## config.mk

```make
export PLATFORM = sky130hd
export DESIGN_NAME = trq_front
export DESIGN_NICKNAME = d
export VERILOG_FILES = /design/src/rtl/trq_pkg.sv /design/src/rtl/trq_front.sv
export SDC_FILE = /design/constraint.sdc
export NUM_CORES = 1
export LEC_CHECK = 0
export BUFFER_PORTS_ARGS = -buffer_cell sky130_fd_sc_hd__buf_4
export CAP_MARGIN = 20
export CORE_ASPECT_RATIO = 1.25
export CORE_MARGIN = 2
export CORE_UTILIZATION = 46
export CTS_CLUSTER_DIAMETER = 150
export CTS_CLUSTER_SIZE = 20
export DETAILED_ROUTE_END_ITERATION = 10
export HOLD_SLACK_MARGIN = 0.05
export PLACE_DENSITY = 0.85
export SKIP_CTS_REPAIR_TIMING = 1
export SYNTH_ARGS = -nofsm -noshare
export SYNTH_HDL_FRONTEND = slang
export SYNTH_SLANG_ARGS = --single-unit
```

## constraint.sdc

```tcl
create_clock -name clk -period 2.1 [get_ports clk]
set_clock_uncertainty 0.05 [all_clocks]
set_input_delay 0 -clock clk [delete_from_list [all_inputs] [get_ports clk]]
set_output_delay 0 -clock clk [all_outputs]
set_load 0.01 [all_outputs]
```

## src/rtl/trq_pkg.sv

```systemverilog
// Shared types and constants for the trackball quaternion core.
`default_nettype none
package trq_pkg;
	localparam int FracBitsDef = 14;
	localparam int CfgW = 13;
	localparam int PosW = 14;
	localparam int QuatW = 16;
	localparam int OutOne = 16384;
	localparam int CfgIdxW = 1;
	localparam logic [CfgIdxW-1:0] RegWidth = 1'b0;
	localparam logic [CfgIdxW-1:0] RegHeight = 1'b1;
	localparam logic [CfgW-1:0] WidthRst = 13'd1024;
	localparam logic [CfgW-1:0] HeightRst = 13'd768;
	localparam int QDepth = 2;

	typedef enum logic [0:0] {
		CMD_ANCHOR = 1'b0,
		CMD_ROTATE = 1'b1
	} cmd_t;

	typedef struct packed {
		cmd_t             command;
		logic [PosW-1:0]  x_pos;
		logic [PosW-1:0]  y_pos;
	} item_t;
endpackage
`default_nettype wire

```

## src/rtl/trq_front.sv

```systemverilog
// Front end: input acceptance and a two-entry item queue.
`default_nettype none
module trq_front import trq_pkg::*; (
	input  wire logic  clk,
	input  wire logic  arst_n,
	input  wire logic  push,
	input  item_t      in_item,
	output logic       full,
	input  wire logic  take,
	output logic       avail,
	output item_t      head
);
	item_t mem_q [QDepth];
	logic [0:0] wp_q, rp_q;
	logic [1:0] cnt_q;
	logic acc;

	assign full = (cnt_q == 2'(QDepth));
	assign avail = (cnt_q != '0);
	assign acc = push && !full;
	assign head = mem_q[rp_q];

	always_ff @(posedge clk) begin
		if (acc) mem_q[wp_q] <= in_item;
	end

	always_ff @(posedge clk or negedge arst_n) begin
		if (!arst_n) begin
			wp_q <= '0;
			rp_q <= '0;
			cnt_q <= '0;
		end else begin
			if (acc) wp_q <= wp_q + 1'b1;
			if (take) rp_q <= rp_q + 1'b1;
			cnt_q <= cnt_q + 2'(acc) - 2'(take);
		end
	end
endmodule
`default_nettype wire

```

Yosys cells after proc, flatten, opt, wreduce, memory -nomap -nowiden
Memories as Yosys holds them, arrays and structs flattened.
Index checks and enable logic that the tools add are counted.
- bits in registers: 4
- RAM bits: 58
- input bits: 33
- output and inout bits: 31
- logic and storage cells: 14
- memories: 1
- $add $sub $neg: 4
- equality and inequality tests: 1
- multiplexer cells: 2
- reduce and logical (&&, ||, !) cells: 3
- memory list (name ; depth ; width ; rd ports ; clocked after Yosys merged registers in ; write ports ; RTL line ; source):
    mem_q ; 2 ; 29 ; 1 ; 0 ; 1 ; trq_front.sv:13 ; item_t mem_q [QDepth];
- operators by type and width (operator ; count):
    adder 1 bit (second input constant) ; 2
    adder 2 x 1 -> 2 bit ; 1
    equality test 2 bit (second input constant) ; 1
    2-to-1 mux 1 bit ; 2
    nonzero test 2 bit ; 1
    subtractor 2 x 1 -> 2 bit ; 1
    logical AND 1 bit ; 1
    zero test 1 bit ; 1

Depth between registers and ports, before layout
- depth after elaboration: 5
- gate-level depth with buffers: 7
- gate-level depth less buffers: 7

Worst setup path after synthesis
OpenSTA, ideal clock, no wires.
- kind: reg-to-reg
- from: register cnt_q[1]
- to: memory mem_q[0][0] (netlist bit) (enable)
- setup time: 0.415 ns
- arrival: 1.819 ns
- slack: -0.184 ns
- cell stages (with the launch flop): 4
- path buffers: 0
- path through: dfrtp_1 nand2b_1 nand2_1 nor2_1
- cells in the longest elaborated chain, start to end: 5
- RTL lines (what ; RTL line ; source):
    start: declaration ; trq_front.sv:15 ; logic [1:0] cnt_q;
    start signal: assignment ; trq_front.sv:35 ; cnt_q <= cnt_q + 2'(acc) - 2'(take);
    equality test 2 bit ; trq_front.sv:18 ; assign full = (cnt_q == 2'(QDepth));
    zero test 1 bit ; trq_front.sv:20 ; assign acc = push && !full;
    logical AND 1 bit ; trq_front.sv:20 ;
    2-to-1 mux 1 bit ; trq_front.sv:24 ; if (acc) mem_q[wp_q] <= in_item;
    2-to-1 mux 1 bit (implied by the code) ; trq_front.sv:24 ;
    end: declaration ; trq_front.sv:13 ;
Every way passes these cells.

==> impl_results.rst <==
.. list-table::
   :header-rows: 1

   * - Metric
     - Value
   * - Global-route wire length before repair
     - 6.18 mm
   * - Via total after detailed routing
     - 1301
   * - Final sum of negative setup slack
     - 0 ns
   * - Fraction of synthesized area in multiplexers
     - 18.1%
   * - Final Critical Period
     - 1.71 ns
   * - Library cell with the highest instance count after synthesis
     - sky130_fd_sc_hd__edfxtp_1
   * - Total global-route track usage
     - 15.1%
   * - Clock slew at the register clock pins of the worst setup and hold paths
     - 0.06 ns
   * - Static power due to leakage
     - 1.43 nW
   * - Remaining max-slew budget at the tightest pin
     - 73.2%
   * - Largest family of logic cells by synthesized area
     - multiplexers
   * - Number of antenna repair diodes
     - 0
   * - DRT antenna net count
     - 0
   * - Maximum count of clock buffers along a single path
     - 2
   * - Cell Area, Synth
     - 0.00240 sq mm
   * - Reg2Reg Setup Slack
     - 0.43 ns
   * - Number of antenna violations at the first check in global routing
     - 0
   * - Pins over their slew limit
     - 0
   * - Required time at the endpoint of the critical path
     - 2.05 ns
   * - Number of H-tree levels
     - 3
   * - CTS tree
     - done
   * - Type of the worst setup path
     - register to output port
   * - Synthesized netlist net count
     - 142
   * - Placed cell areas
     - 0.00298 sq mm
   * - Cells taking the most area after synthesis
     - sky130_fd_sc_hd__edfxtp_1, sky130_fd_sc_hd__mux2_4, sky130_fd_sc_hd__dfrtp_1
   * - Synth warn
     - 0
   * - Worst setup path startpoint
     - rp_q
   * - Total length of routed wires
     - 4.38 mm
   * - Critical-path maximum fanout
     - 19
   * - Result of the run
     - finished clean
   * - Finished layout cell area
     - 0.00348 sq mm
   * - Library cell occupying the most area in the post-synthesis netlist
     - sky130_fd_sc_hd__edfxtp_1
   * - Final hold vios
     - 0
   * - R2R cell count
     - 7
   * - Worst endpoint data arrival time
     - 1.66 ns
   * - Clock Tree Root
     - sky130_fd_sc_hd__clkbuf_8
   * - Synthesized instance count
     - 107
   * - RePlAce Congestion
     - 0.713
   * - Number of buffers created by CTS
     - 9
   * - Worst flop-to-flop path startpoint
     - cnt_q[1]
   * - Worst R2R End
     - cnt_q[1]
   * - Area of the die
     - 0.00583 sq mm
   * - Library cells used by synthesis
     - 13
   * - Async set-reset flop share out of synthesis
     - 6.45%
   * - Placement Rows
     - 29
   * - Fraction of post-synthesis cell area in the top cell type by area
     - 72.4%
   * - # fillers
     - 325
   * - Portion of the clock cycle consumed by the worst path in the final layout
     - 81.2%
   * - Fraction of the mapped netlist area in adder cells
     - 1.04%
   * - Kind of launch point of the worst setup path
     - register
   * - Final setup violation count
     - 0
   * - Max-cap check violation count
     - 0
   * - RSZ-0062 raised after global routing
     - no
   * - IR Drop Worst-Case VDD
     - 0.835 mV
   * - Endpoint class of the critical path
     - output port
   * - Port Buffers
     - 63
   * - Sinks on Clock Net
     - 62
   * - Overall die height
     - 84.8 um
   * - Initial DRT Pass Iterations
     - 4
   * - Highest clock rate
     - 586 MHz
   * - Flip-flop and latch count after synthesis
     - 62
   * - Simple-Gate Fraction of Synth Area
     - 1.09%
   * - CP cell instances
     - buf_12 > mux2_4 > buf_4
   * - Type of the worst min-delay path
     - input port to register
   * - Critical hold path startpoint
     - in_item[16]
   * - Initial core utilization
     - 47.7%
   * - Critical-path top delay cell
     - sky130_fd_sc_hd__dfrtp_2
   * - Area growth, synth to finish
     - 44.6%
   * - Sequential cell area fraction in the yosys report
     - 76.6%
   * - Worst-Skew Late Latency
     - 0.31 ns
   * - DPL Wire Length
     - 2.82 mm
   * - Power density cells
     - 1250 mW/mm^2
   * - Total congestion overflow
     - 0
   * - Die X
     - 68.7 um
   * - Ratio of routed vias to standard cells
     - 4.60
   * - Final Net Count
     - 251
   * - Synth top cells by count
     - sky130_fd_sc_hd__edfxtp_1, sky130_fd_sc_hd__mux2_4, sky130_fd_sc_hd__dfrtp_1
   * - Number of primary I/O pins
     - 64
   * - Fraction of final layout cells sized beyond drive strength 1
     - 50.7%
   * - Main flop type after synthesis
     - sky130_fd_sc_hd__edfxtp_1
   * - EDFF count, synth
     - 58
   * - CP Capture Point
     - head[25]
   * - Mean Syn Cell Area
     - 22.5 sq um
   * - Routed WL per cell
     - 15.5 um
   * - Maximum cell stage delay along the critical path
     - 0.62 ns
   * - Pin count of the biggest net entering global routing
     - 20
   * - DRC errors left
     - 0
   * - Placeable Area
     - 0.00504 sq mm
   * - Via count of the first global-routing pass
     - 1311
   * - Area fraction in compound gates after synthesis
     - 0%
   * - Drt first-iter violations
     - 39
   * - Slew at the pin closest to its max-slew limit
     - 0.402 ns
   * - Xor and xnor fraction of the mapped netlist area
     - 1.46%
-- power breakdown --
group          internal (mW)  switching (mW)  leakage (nW)
sequential              1.70           0.157         0.584
combinational          0.937           0.652         0.763
clock                  0.493           0.399        0.0877
-- worst max-delay path: cells and delay by family, from the launching register on --
kind     cells  cell delay, ns
flops        1            0.62
mux          1            0.31
buf+inv      2            0.40
-- how the worst min path moves through the flow --
stage                         endpoint  slack [ns]  cells after the start
after floorplan               cnt_q[0]       -0.35                      0
after global placement        cnt_q[0]       -0.26                      1
after detailed placement          wp_q       -0.25                      1
after CTS                         wp_q       -0.60                      1
after global routing       mem_q[1][2]        0.35                      2
final                     mem_q[1][16]        0.36                      2
-- cell usage in the layout, fill, tap and decap left out, drive strengths merged, types with 2 or more instances in the layout --
cell	synthesis	final
mux2	29	29
edfxtp	58	58
xnor2	3	3
ha	2	2
inv	2	2
dlygate4sd3	0	33
clkbuf	0	15
dfrtp	4	4
buf	3	68
-- logic make-up (layout without fill, tap and decap cells) --
family                   count (synthesis)  after routing
XOR/XNOR                                 4              4
adder cells (fa/ha/maj)                  2              2
buffers and inverters                    5            119
flip-flops                              62             62
multiplexers                            29             29
AND/OR/NAND/NOR                          5              5
-- cell type report --
| type | count | area, sq um | share of cell area (%) |
|---|---|---|---|
| repair buffers | 101 | 853 | 24.5 |
| multi-input cells | 40 | 524 | 15.1 |
| inverters | 2 | 7.51 | 0.216 |
| well taps | 62 | 77.6 | 2.23 |
| clock inverters | 1 | 5.00 | 0.144 |
| flip-flops and latches | 62 | 1840 | 53.0 |
| clock buffers | 15 | 166 | 4.79 |
-- state kept, by name, indices dropped and copies added, names as in the netlist --
register  cells
mem_q        58
cnt_q         2
rp_q          1
wp_q          1
-- stage by stage --
stage,utilization (%),power [mW],worst slack [ns],hold WS [ns],std cells
after floorplan,-,2.80,0.290,-0.346,107
after global placement,59.0,3.36,0.597,-0.255,234
after detailed placement,59.0,3.44,0.477,-0.252,234
after CTS,62.4,4.32,0.368,-0.602,250
after global routing,68.9,4.55,0.329,0.354,283
final,68.9,4.34,0.395,0.363,283
-- metal layers --
| layer | wire length [um] | global-route usage [%] |
|---|---|---|
| met3 | 212 | 3.98 |
| met5 | 0 | 0 |
| met4 | 63 | 8.18 |
| met1 | 1540 | 15.4 |
| met2 | 2570 | 27.0 |
(Power assumes the default switching activity.)
